## src/sv/assert_macros.svh

```systemverilog
// Assertion macros shared by the deframer modules.
// Each macro expects signals named clk and rst in the using module.
`ifndef ASSERT_MACROS_SVH
`define ASSERT_MACROS_SVH

// Same-cycle implication, checked outside reset.
`define DFR_ASSERT_IMP(label, cond, prop) \
  label: assert property (@(posedge clk) disable iff (rst) (cond) |-> (prop)) \
    else $error("deframer assertion failed");

// Next-cycle implication, checked outside reset.
`define DFR_ASSERT_NXT(label, cond, prop) \
  label: assert property (@(posedge clk) disable iff (rst) (cond) |=> (prop)) \
    else $error("deframer assertion failed");

`endif

```

## src/sv/dfr_pkg.sv

```systemverilog
// Shared constants and types of the delimited frame receiver.
// No dependencies.
package dfr_pkg;

  localparam int BUFFER_DEPTH_DEF = 64;
  localparam int BYTE_W           = 8;
  localparam int CNT_W            = 7;   // holds any payload count 0..64
  localparam int INDEX_W          = 6;
  localparam int CFG_IDX_W        = 2;

  localparam logic [CFG_IDX_W-1:0] REG_PAYLOAD_LENGTH = 2'd0;
  localparam logic [CFG_IDX_W-1:0] REG_HEADER_BYTE    = 2'd1;
  localparam logic [CFG_IDX_W-1:0] REG_TRAILER_BYTE   = 2'd2;

  localparam logic [CNT_W-1:0]  PAYLOAD_LENGTH_RST = 7'd6;
  localparam logic [BYTE_W-1:0] HEADER_BYTE_RST    = 8'h21;
  localparam logic [BYTE_W-1:0] TRAILER_BYTE_RST   = 8'h23;

  // Read-out request from the frame parser to the drain unit.
  typedef struct packed {
    logic             start;
    logic [CNT_W-1:0] count;
  } drain_req_t;

endpackage

```

## src/sv/dfr_ram.sv

```systemverilog
// Generic single-write, single-read synchronous RAM with registered read data.
// No dependencies.
module dfr_ram #(
  parameter int WIDTH = 8,
  parameter int DEPTH = 64,
  localparam int AW = (DEPTH > 1) ? $clog2(DEPTH) : 1
) (
  input  logic             clk,
  input  logic             we,
  input  logic [AW-1:0]    waddr,
  input  logic [WIDTH-1:0] wdata,
  input  logic             re,
  input  logic [AW-1:0]    raddr,
  output logic [WIDTH-1:0] rdata
);

  logic [WIDTH-1:0] mem [DEPTH];

  always_ff @(posedge clk) begin
    if (we) begin
      mem[waddr] <= wdata;
    end
    if (re) begin
      rdata <= mem[raddr];
    end
  end

endmodule

```

## src/sv/dfr_parser.sv

```systemverilog
// Frame parser: header/trailer matching and payload writes into the RAM.
// Depends on dfr_pkg and assert_macros.svh.
`include "assert_macros.svh"

module dfr_parser #(
  parameter int BUFFER_DEPTH = dfr_pkg::BUFFER_DEPTH_DEF,
  localparam int AW = (BUFFER_DEPTH > 1) ? $clog2(BUFFER_DEPTH) : 1
) (
  input  logic                       clk,
  input  logic                       rst,
  input  logic                       in_valid,
  output logic                       in_ready,
  input  logic [dfr_pkg::BYTE_W-1:0] rx_byte,
  input  logic [dfr_pkg::CNT_W-1:0]  payload_length,
  input  logic [dfr_pkg::BYTE_W-1:0] header_byte,
  input  logic [dfr_pkg::BYTE_W-1:0] trailer_byte,
  input  logic                       drain_busy,
  output logic                       ram_we,
  output logic [AW-1:0]              ram_waddr,
  output logic [dfr_pkg::BYTE_W-1:0] ram_wdata,
  output dfr_pkg::drain_req_t        drain_req
);

  localparam logic [2:0] PH_WAIT_H1 = 3'd0;
  localparam logic [2:0] PH_WAIT_H2 = 3'd1;
  localparam logic [2:0] PH_DATA    = 3'd2;
  localparam logic [2:0] PH_TRL1    = 3'd3;
  localparam logic [2:0] PH_TRL2    = 3'd4;

  localparam logic [dfr_pkg::CNT_W-1:0] DEPTH_C = dfr_pkg::CNT_W'(BUFFER_DEPTH);

  logic [2:0]                phase, phase_next;
  logic [dfr_pkg::CNT_W-1:0] wpos, wpos_next;
  logic [dfr_pkg::CNT_W-1:0] act_len;
  logic [dfr_pkg::CNT_W-1:0] wpos_inc;
  logic                      acc;
  logic                      hdr_hit, trl_hit, room;

  assign in_ready = !drain_busy;
  assign acc      = in_valid && in_ready;
  assign hdr_hit  = (rx_byte == header_byte);
  assign trl_hit  = (rx_byte == trailer_byte);
  assign room     = (wpos < DEPTH_C);
  assign wpos_inc = room ? wpos + 1'b1 : wpos;

  // Saturate the programmed length to 1..BUFFER_DEPTH.
  always_comb begin
    if (payload_length == '0) begin
      act_len = dfr_pkg::CNT_W'(1);
    end else if (payload_length > DEPTH_C) begin
      act_len = DEPTH_C;
    end else begin
      act_len = payload_length;
    end
  end

  always_comb begin
    phase_next      = phase;
    wpos_next       = wpos;
    ram_we          = 1'b0;
    ram_waddr       = wpos[AW-1:0];
    ram_wdata       = rx_byte;
    drain_req.start = 1'b0;
    drain_req.count = wpos;
    if (acc) begin
      case (phase)
        PH_WAIT_H1: begin
          if (hdr_hit) begin
            wpos_next  = '0;
            phase_next = PH_WAIT_H2;
          end
        end
        PH_WAIT_H2: phase_next = hdr_hit ? PH_DATA : PH_WAIT_H1;
        PH_DATA: begin
          ram_we    = room;
          wpos_next = wpos_inc;
          if (wpos_inc >= act_len) begin
            phase_next = PH_TRL1;
          end
        end
        PH_TRL1: phase_next = trl_hit ? PH_TRL2 : PH_WAIT_H1;
        PH_TRL2: begin
          drain_req.start = trl_hit;
          phase_next      = PH_WAIT_H1;
        end
        default: phase_next = PH_WAIT_H1;
      endcase
    end
  end

  always_ff @(posedge clk) begin
    if (rst) begin
      phase <= PH_WAIT_H1;
      wpos  <= '0;
    end else begin
      phase <= phase_next;
      wpos  <= wpos_next;
    end
  end

  `DFR_ASSERT_IMP(a_data_has_room, phase == PH_DATA, wpos < DEPTH_C)
  `DFR_ASSERT_IMP(a_req_nonempty, drain_req.start, drain_req.count != '0)
  `DFR_ASSERT_NXT(a_header_clears_wpos, acc && phase == PH_WAIT_H1 && hdr_hit, wpos == '0)

endmodule

```

## src/sv/dfr_drain.sv

```systemverilog
// Drain unit: reads a completed payload out of the RAM into the output register.
// Depends on dfr_pkg and assert_macros.svh.
`include "assert_macros.svh"

module dfr_drain #(
  parameter int BUFFER_DEPTH = dfr_pkg::BUFFER_DEPTH_DEF,
  localparam int AW = (BUFFER_DEPTH > 1) ? $clog2(BUFFER_DEPTH) : 1
) (
  input  logic                        clk,
  input  logic                        rst,
  input  dfr_pkg::drain_req_t         drain_req,
  output logic                        busy,
  output logic                        ram_re,
  output logic [AW-1:0]               ram_raddr,
  input  logic [dfr_pkg::BYTE_W-1:0]  ram_rdata,
  output logic                        out_valid,
  input  logic                        out_ready,
  output logic [dfr_pkg::BYTE_W-1:0]  payload_byte,
  output logic [dfr_pkg::INDEX_W-1:0] payload_index,
  output logic                        last
);

  logic [dfr_pkg::CNT_W-1:0]   rd_idx;
  logic [dfr_pkg::CNT_W-1:0]   count;
  logic                        rd_pend;
  logic [dfr_pkg::INDEX_W-1:0] pend_index;
  logic                        pend_last;
  logic                        issue;
  logic                        issue_last;

  // One read in flight at a time; the output register is free when it lands.
  assign issue      = busy && !rd_pend && (!out_valid || out_ready);
  assign issue_last = (rd_idx + 1'b1) == count;
  assign ram_re     = issue;
  assign ram_raddr  = rd_idx[AW-1:0];

  always_ff @(posedge clk) begin
    if (rst) begin
      busy      <= 1'b0;
      rd_pend   <= 1'b0;
      out_valid <= 1'b0;
      rd_idx    <= '0;
    end else begin
      rd_pend <= issue;
      if (drain_req.start && drain_req.count != '0) begin
        busy   <= 1'b1;
        rd_idx <= '0;
      end else if (issue) begin
        rd_idx <= rd_idx + 1'b1;
        if (issue_last) begin
          busy <= 1'b0;
        end
      end
      if (rd_pend) begin
        out_valid <= 1'b1;
      end else if (out_valid && out_ready) begin
        out_valid <= 1'b0;
      end
    end
  end

  always_ff @(posedge clk) begin
    if (drain_req.start) begin
      count <= drain_req.count;
    end
    if (issue) begin
      pend_index <= rd_idx[dfr_pkg::INDEX_W-1:0];
      pend_last  <= issue_last;
    end
    if (rd_pend) begin
      payload_byte  <= ram_rdata;
      payload_index <= pend_index;
      last          <= pend_last;
    end
  end

  `DFR_ASSERT_IMP(a_landing_slot_free, rd_pend, !out_valid)
  `DFR_ASSERT_IMP(a_issue_in_range, issue, rd_idx < count)
  `DFR_ASSERT_IMP(a_start_clean, $rose(busy), rd_idx == '0 && count != '0)

endmodule

```

## src/sv/delimited_frame_receiver_core.sv

```systemverilog
// Delimited frame receiver: finds header/payload/trailer frames in a byte stream.
// Depends on dfr_pkg, dfr_ram, dfr_parser and dfr_drain.
//
// Bytes arrive on rx_byte (valid/ready) and are matched against two header bytes,
// a fixed-length payload kept in an internal RAM, and two trailer bytes. On the
// second trailer byte the stored payload is read out as one request per byte on
// the output channel, with payload_index counting from 0 and last marking the
// final byte. A wrong second header or trailer byte drops back to header search
// without reusing that byte. Outside read-out the input is always ready. During
// read-out the input is held off; the RAM's single read port with its registered
// read allows one read in flight, so the next payload byte is read only
// after the previous read has landed and the output register can take it; the
// last byte is still bound for the output register when input resumes. The
// configuration port writes payload_length (saturated to 1..BUFFER_DEPTH),
// header_byte and trailer_byte; write it only while the block is idle.
module delimited_frame_receiver_core #(
  parameter int BUFFER_DEPTH = dfr_pkg::BUFFER_DEPTH_DEF,
  localparam int AW = (BUFFER_DEPTH > 1) ? $clog2(BUFFER_DEPTH) : 1
) (
  input  logic                          clk,
  input  logic                          rst,
  input  logic                          in_valid,
  output logic                          in_ready,
  input  logic [dfr_pkg::BYTE_W-1:0]    rx_byte,
  output logic                          out_valid,
  input  logic                          out_ready,
  output logic [dfr_pkg::BYTE_W-1:0]    payload_byte,
  output logic [dfr_pkg::INDEX_W-1:0]   payload_index,
  output logic                          last,
  input  logic                          cfg_we,
  input  logic [dfr_pkg::CFG_IDX_W-1:0] cfg_index,
  input  logic [dfr_pkg::BYTE_W-1:0]    cfg_data
);

  logic [dfr_pkg::CNT_W-1:0]  payload_length;
  logic [dfr_pkg::BYTE_W-1:0] header_byte;
  logic [dfr_pkg::BYTE_W-1:0] trailer_byte;

  logic                       drain_busy;
  dfr_pkg::drain_req_t        drain_req;
  logic                       ram_we;
  logic [AW-1:0]              ram_waddr;
  logic [dfr_pkg::BYTE_W-1:0] ram_wdata;
  logic                       ram_re;
  logic [AW-1:0]              ram_raddr;
  logic [dfr_pkg::BYTE_W-1:0] ram_rdata;

  // Writes to unknown indexes are dropped.
  always_ff @(posedge clk) begin
    if (rst) begin
      payload_length <= dfr_pkg::PAYLOAD_LENGTH_RST;
      header_byte    <= dfr_pkg::HEADER_BYTE_RST;
      trailer_byte   <= dfr_pkg::TRAILER_BYTE_RST;
    end else if (cfg_we) begin
      case (cfg_index)
        dfr_pkg::REG_PAYLOAD_LENGTH: payload_length <= cfg_data[dfr_pkg::CNT_W-1:0];
        dfr_pkg::REG_HEADER_BYTE:    header_byte    <= cfg_data;
        dfr_pkg::REG_TRAILER_BYTE:   trailer_byte   <= cfg_data;
        default: ;
      endcase
    end
  end

  dfr_parser #(.BUFFER_DEPTH(BUFFER_DEPTH)) u_parser (
    .clk            (clk),
    .rst            (rst),
    .in_valid       (in_valid),
    .in_ready       (in_ready),
    .rx_byte        (rx_byte),
    .payload_length (payload_length),
    .header_byte    (header_byte),
    .trailer_byte   (trailer_byte),
    .drain_busy     (drain_busy),
    .ram_we         (ram_we),
    .ram_waddr      (ram_waddr),
    .ram_wdata      (ram_wdata),
    .drain_req      (drain_req)
  );

  dfr_ram #(.WIDTH(dfr_pkg::BYTE_W), .DEPTH(BUFFER_DEPTH)) u_ram (
    .clk   (clk),
    .we    (ram_we),
    .waddr (ram_waddr),
    .wdata (ram_wdata),
    .re    (ram_re),
    .raddr (ram_raddr),
    .rdata (ram_rdata)
  );

  dfr_drain #(.BUFFER_DEPTH(BUFFER_DEPTH)) u_drain (
    .clk           (clk),
    .rst           (rst),
    .drain_req     (drain_req),
    .busy          (drain_busy),
    .ram_re        (ram_re),
    .ram_raddr     (ram_raddr),
    .ram_rdata     (ram_rdata),
    .out_valid     (out_valid),
    .out_ready     (out_ready),
    .payload_byte  (payload_byte),
    .payload_index (payload_index),
    .last          (last)
  );

endmodule

```

## config.mk

```make
export PLATFORM = sky130hd
export DESIGN_NAME = delimited_frame_receiver_core
export DESIGN_NICKNAME = d
export VERILOG_FILES = /design/src/sv/dfr_pkg.sv /design/src/sv/dfr_ram.sv /design/src/sv/dfr_parser.sv /design/src/sv/dfr_drain.sv /design/src/sv/delimited_frame_receiver_core.sv
export VERILOG_INCLUDE_DIRS = /design/src /design/src/sv
export SDC_FILE = /design/constraint.sdc
export NUM_CORES = 1
export LEC_CHECK = 0
export CORE_MARGIN = 2
export CORE_UTILIZATION = 55
export CTS_CLUSTER_DIAMETER = 100
export DETAILED_ROUTE_END_ITERATION = 12
export DONT_BUFFER_PORTS = 1
export PLACE_DENSITY = 0.7
export SYNTH_ARGS = -nofsm -noshare
export SYNTH_HDL_FRONTEND = slang
export SYNTH_HIERARCHICAL = 1
export SYNTH_SLANG_ARGS = --single-unit
```

## constraint.sdc

```tcl
create_clock -name clk -period 6.8 [get_ports clk]
set_input_delay 0.68 -clock clk [delete_from_list [all_inputs] [get_ports clk]]
set_output_delay 0.68 -clock clk [all_outputs]
set_load 0.05 [all_outputs]
```

==> reports/qor.txt, run 1 <==
final antenna-violating net count - 0
post-synthesis sequential area ratio - 73.1%
Setup Viol. Count Final - 0
combinational power share - 0.4%
# clock sinks - 592
footprint of the multi-input gates - 5840 um^2
clk_lat worst skew - 0.60 ns
timing-limited maximum frequency - 0.272 GHz
Site Rows - 76
Nets - 1,288
worst relative slew slack - 30.6%
Lkg Pwr - 0.00781 uW
Async SR Flop Fraction - 0%
endpoint type of the worst setup path - flop
antenna violations before repair - 0
xor/xnor cell area share of the yosys netlist - 1.18%
total inserted antenna cells - 0
number of buffers inserted by post-CTS setup repair - 0
number of violations of the max-capacitance limit - 0
number of filler cells placed in the layout - 3,031
Clk pin slew, worst setup/hold paths - 0.06 ns
largest area contributor in the netlist - sky130_fd_sc_hd__edfxtp_1
area share of fa/ha/maj cells after synthesis - 0.474%
run status - complete, no violations
most frequent cell after synthesis - sky130_fd_sc_hd__edfxtp_1
category of the most critical setup path - flop to flop
DRC errors left - 0
top-area cell type share of the netlist area - 69.5%
RSZ-0062 raised after global routing - no
HPWL after DPL - 29,800 um
number of search-and-repair iterations in the first detailed-routing pass - 5
EDFF count, synth - 549
H-Tree Depth - 2
hold buffer count at cts - 0
TritonCTS clock tree - yes
summed instance area of the synthesized netlist - 23,700 um^2
number of buffers inserted by port buffering - 0
Starting Density - 55.5%
number of DRC violations after detailed-routing iteration 0 - 1,215
final period utilization - 54.0%
Clk Tree Root Cell - sky130_fd_sc_hd__clkbuf_16
cell count after synthesis - 1,265
Vias per Instance - 6.38
yosys synthesis warning count - 6
total count of hold-check failures in the final report - 0
highest fanout seen on the critical path - 10
count of distinct cell types in the synthesized netlist - 69
transition time at the pin with the least slew margin - 1.04 ns
number of global-route vias before repair - 11.9k
number of buffers between clock root and the deepest sink - 3
area fraction in compound gates after synthesis - 2.97%
max-slew violation count - 0
area of the core region - 42,800 um^2
cell types with the highest counts after synthesis - 549 x sky130_fd_sc_hd__edfxtp_1, 126 x sky130_fd_sc_hd__mux4_2, 110 x sky130_fd_sc_hd__nor2_1, 47 x sky130_fd_sc_hd__mux2i_1, 43 x sky130_fd_sc_hd__dfxtp_1
internal power of the cells - 5780 uW
Util after Layout - 60.4%
routed len/inst - 27.3 um
CTS resizes - 0
Routed WL - 50,500 um
Die Y - 212 um
fraction of final layout cells sized beyond drive strength 1 - 19.4%
Max VDD drop - 235 uV
part of the total power dissipated in the clock network - 43.6%
post-synthesis average cell area - 18.8 um^2
Hold Crit Class - input pin to flop
flop and latch count out of synthesis - 592
post-route setup TNS - 0 ns
Num CTS Buffers - 57
basic-gate share of the synthesized area counting and, or, nand and nor cells - 5.37%
width of the die - 212 um
Switching Fraction - 18.7%
total area of sequential cells - 17,400 um^2
mux contribution to synthesized area - 14.6%
predominant post-synthesis flop cell - sky130_fd_sc_hd__edfxtp_1
Worst Path Required - 7.02 ns
Power Dens Cells - 275 nW/um^2
Die Outline Area - 44,800 um^2
switching power total - 1330 uW
clk_skew - 0.0197 ns
net count after synthesis - 1,297
gr usage total - 23.3%
first-pass GRT wire length - 75,900 um
cells taking the most area after synthesis - sky130_fd_sc_hd__edfxtp_1 69%, sky130_fd_sc_hd__mux4_2 12%, sky130_fd_sc_hd__dfxtp_1 3.6%, sky130_fd_sc_hd__mux2i_1 2.0%, sky130_fd_sc_hd__nor2_1 1.7%
sum of overflow across all layers after global routing - 0
weighted congestion at the end of routability-driven global placement - 0.838
largest net degree at the start of global routing - 78
area overhead of the layout relative to synthesis - 8.90%
Ports - 40
launching element type of the critical path - flop
main combinational cell family by area after synthesis - multiplexers
Final min period - 3.67 ns
Reg power frac - 56.0%
routed vias - 11.8k
Critical Path AT - 3.89 ns
[sequential cells by signal (all words and copies together) (netlist names), 3 cells and up]
| name | flops |
|---|---|
| header_byte | 8 |
| u_ram/rdata | 8 |
| u_drain/payload_index | 6 |
| u_parser/wpos | 7 |
| u_drain/pend_index | 6 |
| u_drain/rd_idx | 7 |
| u_drain/count | 7 |
| u_drain/payload_byte | 8 |
| trailer_byte | 8 |
| u_ram/mem | 512 |
| u_parser/phase | 3 |
| payload_length | 7 |
[placed cells by master (no fill, tap or decap), types with 4 or more instances in the layout]
| cell type | count |
|---|---|
| sky130_fd_sc_hd__bufinv_16 | 7 |
| sky130_fd_sc_hd__nand4_1 | 8 |
| sky130_fd_sc_hd__nand2b_1 | 34 |
| sky130_fd_sc_hd__a211oi_1 | 4 |
| sky130_fd_sc_hd__a31oi_1 | 4 |
| sky130_fd_sc_hd__clkinv_1 | 21 |
| sky130_fd_sc_hd__nand3_1 | 18 |
| sky130_fd_sc_hd__mux2_2 | 13 |
| sky130_fd_sc_hd__a221oi_1 | 7 |
| sky130_fd_sc_hd__a21oi_1 | 11 |
| sky130_fd_sc_hd__mux2i_1 | 47 |
| sky130_fd_sc_hd__clkbuf_16 | 57 |
| sky130_fd_sc_hd__o21ai_0 | 7 |
| sky130_fd_sc_hd__nor2_1 | 110 |
| sky130_fd_sc_hd__o2bb2ai_1 | 5 |
| sky130_fd_sc_hd__buf_4 | 10 |
| sky130_fd_sc_hd__o21ai_1 | 4 |
| sky130_fd_sc_hd__nor2b_1 | 16 |
| sky130_fd_sc_hd__edfxtp_1 | 549 |
| sky130_fd_sc_hd__xnor2_1 | 23 |
| sky130_fd_sc_hd__mux4_2 | 126 |
| sky130_fd_sc_hd__clkinv_2 | 14 |
| sky130_fd_sc_hd__nand2_1 | 39 |
| sky130_fd_sc_hd__dfxtp_1 | 38 |
| sky130_fd_sc_hd__o221ai_1 | 8 |
| sky130_fd_sc_hd__inv_1 | 9 |
| sky130_fd_sc_hd__nor3_1 | 14 |
| sky130_fd_sc_hd__o22ai_1 | 8 |
| sky130_fd_sc_hd__nand3b_1 | 4 |
| sky130_fd_sc_hd__ha_1 | 9 |
| sky130_fd_sc_hd__xor2_1 | 9 |
[power by group through the flow]
stage | clock network, uW | registers [uW] | logic (uW)
global placement | 0 | 4050 | 29.4
finish | 3100 | 3980 | 29.8
global route | 3290 | 3970 | 33.2
floorplan | 0 | 4050 | 53.5
CTS | 3150 | 3980 | 30.1
detailed placement | 0 | 4050 | 29.9
[worst max-delay path, stage by stage (launching register included)]
cell and delay [ns]:
sky130_fd_sc_hd__dfxtp_1 0.32, sky130_fd_sc_hd__inv_2 0.20, sky130_fd_sc_hd__nand2_1 0.28, sky130_fd_sc_hd__nor3_1 0.81, sky130_fd_sc_hd__nand4_1 0.81, sky130_fd_sc_hd__nor2_1 0.87
[stage by stage]
step	worst slack [ns]	std cells	hold slack, ns	power, uW	cell area [um^2]
2_1_floorplan	4.10	1265	0.400	4110	23700
3_3_place_gp	3.29	1743	0.401	4080	24000
3_5_place_dp	3.14	1743	0.407	4080	24000
4_1_cts	3.16	1848	0.119	7160	25800
5_1_grt	2.96	1848	0.132	7300	25800
6_report	3.13	1848	0.158	7100	25800
[logic make-up after synthesis]
| kind of cell | count (synthesis) |
|---|---|
| fa+ha+maj | 9 |
| compound gates | 91 |
| simple gates | 262 |
| xor+xnor | 32 |
| flops | 592 |
| buf+inv | 92 |
| mux | 187 |
[routing by layer]
layer	GRT usage, %	up-vias	wire length, um
met1	32.9	6145	21000
li1	-	5052	-
met3	3.68	91	3370
met5	0	-	0
met2	37.2	511	24500
met4	8.60	0	1550
[final timing paths]
path                                        start                                  to  slack [ns]  cells after the start
hold / removal                                rst      u_drain/out_valid$_SDFFE_PP0P_        0.16                      1
setup / recovery        u_drain/busy$_SDFFE_PP0P_          u_ram/mem[63][0]$_DFFE_PP_        3.13                      5
setup reg to reg        u_drain/busy$_SDFFE_PP0P_          u_ram/mem[63][0]$_DFFE_PP_        3.13                      5
hold reg to reg   u_drain/pend_index[4]$_DFFE_PP_  u_drain/payload_index[4]$_DFFE_PP_        0.42                      0
[layout make-up]
cell class,count,area share (%)
well taps,546,2.64
clock inverters,45,1.50
multi-input cells,581,22.6
repair buffers,11,0.368
inverters,13,0.189
flip-flops and latches,592,67.2
clock buffers,60,5.56
Note: power is estimated with default switching activity, not from simulation.
==> run 2, diff against run 1 <==
--- a/config.mk
+++ b/config.mk
@@ -11,7 +11,7 @@
 export CTS_CLUSTER_DIAMETER = 100
 export DETAILED_ROUTE_END_ITERATION = 12
 export DONT_BUFFER_PORTS = 1
-export PLACE_DENSITY = 0.7
+export PLACE_DENSITY = 0.73
 export SYNTH_ARGS = -nofsm -noshare
 export SYNTH_HDL_FRONTEND = slang
 export SYNTH_HIERARCHICAL = 1
==> constraint.sdc (replaced) <==
create_clock -name clk -period 3.2 [get_ports clk]
set_input_delay 0.32 -clock clk [delete_from_list [all_inputs] [get_ports clk]]
set_output_delay 0.32 -clock clk [all_outputs]
set_load 0.05 [all_outputs]
==> run 2 against run 1 <==
- largest power group unchanged
- register-to-register slack worse by 2.9 ns
- largest cell class unchanged
- clock skew up 0.0049 ns
- setup slack got worse by 2.9 ns
- routed wire length increased by 3.4%
- clock-buffer cell count rose by 2
- flip-flop and latch count unchanged
==> reports/qor.txt, run 2 (same netlist as run 1, synthesis figures left out) <==
Nets - 1,401
transition time at the pin with the least slew margin - 1.05 ns
largest net degree at the start of global routing - 65
max-slew violation count - 0
Critical Path AT - 3.26 ns
post-route setup TNS - 0 ns
Die Y - 212 um
# clock sinks - 592
Power Dens Cells - 584 nW/um^2
CP Cell Sequence - buf_12 > buf_4 > mux2i_1 > a221oi_1 > a221oi_1 > o2bb2ai_1
Max VDD drop - 503 uV
Worst Path Required - 3.54 ns
Die Outline Area - 44,800 um^2
H-Tree Depth - 2
antenna violations before repair - 3
area overhead of the layout relative to synthesis - 14.5%
worst relative slew slack - 29.7%
total met3 wirelength after detailed routing - 4500 um
Clk pin slew, worst setup/hold paths - 0.07 ns
critical path buffer and inverter count - 2
number of DRC violations after detailed-routing iteration 0 - 1,338
total length of routed met2 wires - 25,700 um
startpoint of the tightest hold check path - rx_byte[3]
endpoint type of the worst setup path - flop
run status - complete, no violations
Setup Viol. Count Final - 0
Site Rows - 76
first-pass GRT wire length - 78,100 um
RSZ-0062 raised after global routing - no
logic depth of the worst register-to-register path - 6
width of the die - 212 um
Routed WL - 52,100 um
crit-path max cell delay - 0.87 ns
number of buffers inserted by port buffering - 0
number of global-route vias before repair - 12.2k
Top delay family on crit path - compound AO/OA/AOI/OAI gates
cell mode on critical path - sky130_fd_sc_hd__a221oi_1
leading cell types in the layout, fill and taps excluded - 549 x sky130_fd_sc_hd__edfxtp_1, 126 x sky130_fd_sc_hd__mux4_2, 110 x sky130_fd_sc_hd__nor2_1, 95 x sky130_fd_sc_hd__buf_4, 57 x sky130_fd_sc_hd__clkbuf_16
largest register by flop count - u_ram/mem
worst-case hold slack - 0.0386 ns
Lkg Pwr - 0.00856 uW
final antenna-violating net count - 0
metal1 wirelength - 19,900 um
Num CTS Buffers - 57
launching element type of the critical path - flop
routed vias - 12.2k
area of the core region - 42,800 um^2
Reg2Reg Setup Slack - 0.28 ns
Clk Tree Root Cell - sky130_fd_sc_hd__clkbuf_16
number of violations of the max-capacitance limit - 0
Util after Layout - 63.5%
weighted congestion at the end of routability-driven global placement - 0.841
final period utilization - 91.4%
final cell count without fillers - 1,965
gr usage total - 24.2%
max layer used - met5
total count of hold-check failures in the final report - 0
fraction of final layout cells sized beyond drive strength 1 - 25.5%
number of flip-flops in the largest register - 512
timing-limited maximum frequency - 0.342 GHz
endpoint of the worst register-to-register path - u_ram/rdata[1]$_DFFE_PP_
DRC errors left - 0
number of buffers between clock root and the deepest sink - 3
most frequent standard cell in the layout excluding fill and tap cells - sky130_fd_sc_hd__edfxtp_1
clk_skew - 0.0246 ns
cell type of the slowest stage on the worst timing path - sky130_fd_sc_hd__a221oi_1
Ports - 40
number of search-and-repair iterations in the first detailed-routing pass - 5
sum of overflow across all layers after global routing - 0
category of the most critical setup path - flop to flop
cell depth of the worst min-delay path - 3
highest fanout seen on the critical path - 22
worst hold path endpoint - u_parser/phase[2]$_SDFFE_PP0P_
routed len/inst - 26.5 um
Starting Density - 55.5%
cell count after placement - 1,831
Final min period - 2.92 ns
TritonCTS clock tree - yes
HPWL after DPL - 31,600 um
Hold Crit Class - input pin to flop
RR Startpoint - u_drain/rd_idx[0]$_SDFFE_PP0P_
Vias per Instance - 6.19
clk_lat worst skew - 0.62 ns
## run 2: cell types whose count changed in the layout (fill, tap and decap cells not counted), moves of 3 or more
| cell | delta |
|---|---|
| sky130_fd_sc_hd__buf_12 | +4 |
| sky130_fd_sc_hd__buf_16 | +8 |
| sky130_fd_sc_hd__buf_4 | +85 |
| sky130_fd_sc_hd__bufinv_16 | +6 |
| sky130_fd_sc_hd__clkinv_1 | -12 |
| sky130_fd_sc_hd__clkinv_2 | -3 |
| sky130_fd_sc_hd__clkinvlp_4 | +5 |
| sky130_fd_sc_hd__diode_2 | +3 |
| sky130_fd_sc_hd__dlygate4sd3_1 | +16 |
## run 2: final cells by class
class                      count  area (um^2)
antenna                        3         7.51
clock inverter                44          583
inverter                      13         48.8
timing repair buffer         124         1190
tap                          546          683
clock buffer                  62         1450
fill                        2926        15600
sequential                   592        17400
multi-input combinational    581         5850
## run 2: worst max path at each step
stage,end,cells past startpoint,startpoint
finish,u_ram/rdata[1]$_DFFE_PP_,6,u_drain/rd_idx[0]$_SDFFE_PP0P_
global route,u_ram/rdata[1]$_DFFE_PP_,5,u_drain/rd_idx[0]$_SDFFE_PP0P_
CTS,u_ram/rdata[2]$_DFFE_PP_,5,u_drain/rd_idx[0]$_SDFFE_PP0P_
detailed placement,u_ram/rdata[0]$_DFFE_PP_,5,u_drain/rd_idx[0]$_SDFFE_PP0P_
global placement,u_ram/rdata[2]$_DFFE_PP_,5,u_drain/rd_idx[0]$_SDFFE_PP0P_
floorplan,u_drain/rd_idx[0]$_SDFFE_PP0P_,8,u_drain/busy$_SDFFE_PP0P_
## run 2: power breakdown
| group | internal (uW) | total [uW] | leakage (uW) | switching, uW |
|---|---|---|---|---|
| Sequential | 8440 | 8450 | 0.00529 | 7.96 |
| Clock | 4330 | 7190 | 0.000976 | 2860 |
| Combinational | 75.6 | 223 | 0.00229 | 147 |
## run 2: worst reg2reg max path, cell delays in order, from the launching register on
cell and delay (ns):
sky130_fd_sc_hd__dfxtp_4 0.63, sky130_fd_sc_hd__buf_12 0.29, sky130_fd_sc_hd__buf_4 0.30, sky130_fd_sc_hd__mux2i_1 0.28, sky130_fd_sc_hd__a221oi_1 0.13, sky130_fd_sc_hd__a221oi_1 0.87
sky130_fd_sc_hd__o2bb2ai_1 0.16
## run 2: repair_timing
| item | in CTS | in global routing |
|---|---|---|
| hold endpoints to repair | 548 | 0 |
| endpoints found under the setup margin | 0 | 2 |
| buffers inserted | 0 | 0 |
| hold buffers | 25 | 0 |
| resized for setup | 0 | 2 |
## run 2: through the flow
stage	total power (uW)	worst slack (ns)	instance area (um^2)
finish	15900	0.276	27200
global route	16300	0.136	27200
CTS	16000	0.174	27100
detailed placement	8680	0.187	24700
global placement	8680	0.204	24700
floorplan	8730	0.611	23700
## run 2: metal layers
layer  vias up  global-route usage [%]
met5         -                       0
met4         2                    10.4
met3       112                    5.43
met2       527                    39.1
met1      6253                    32.1
li1       5273                       -
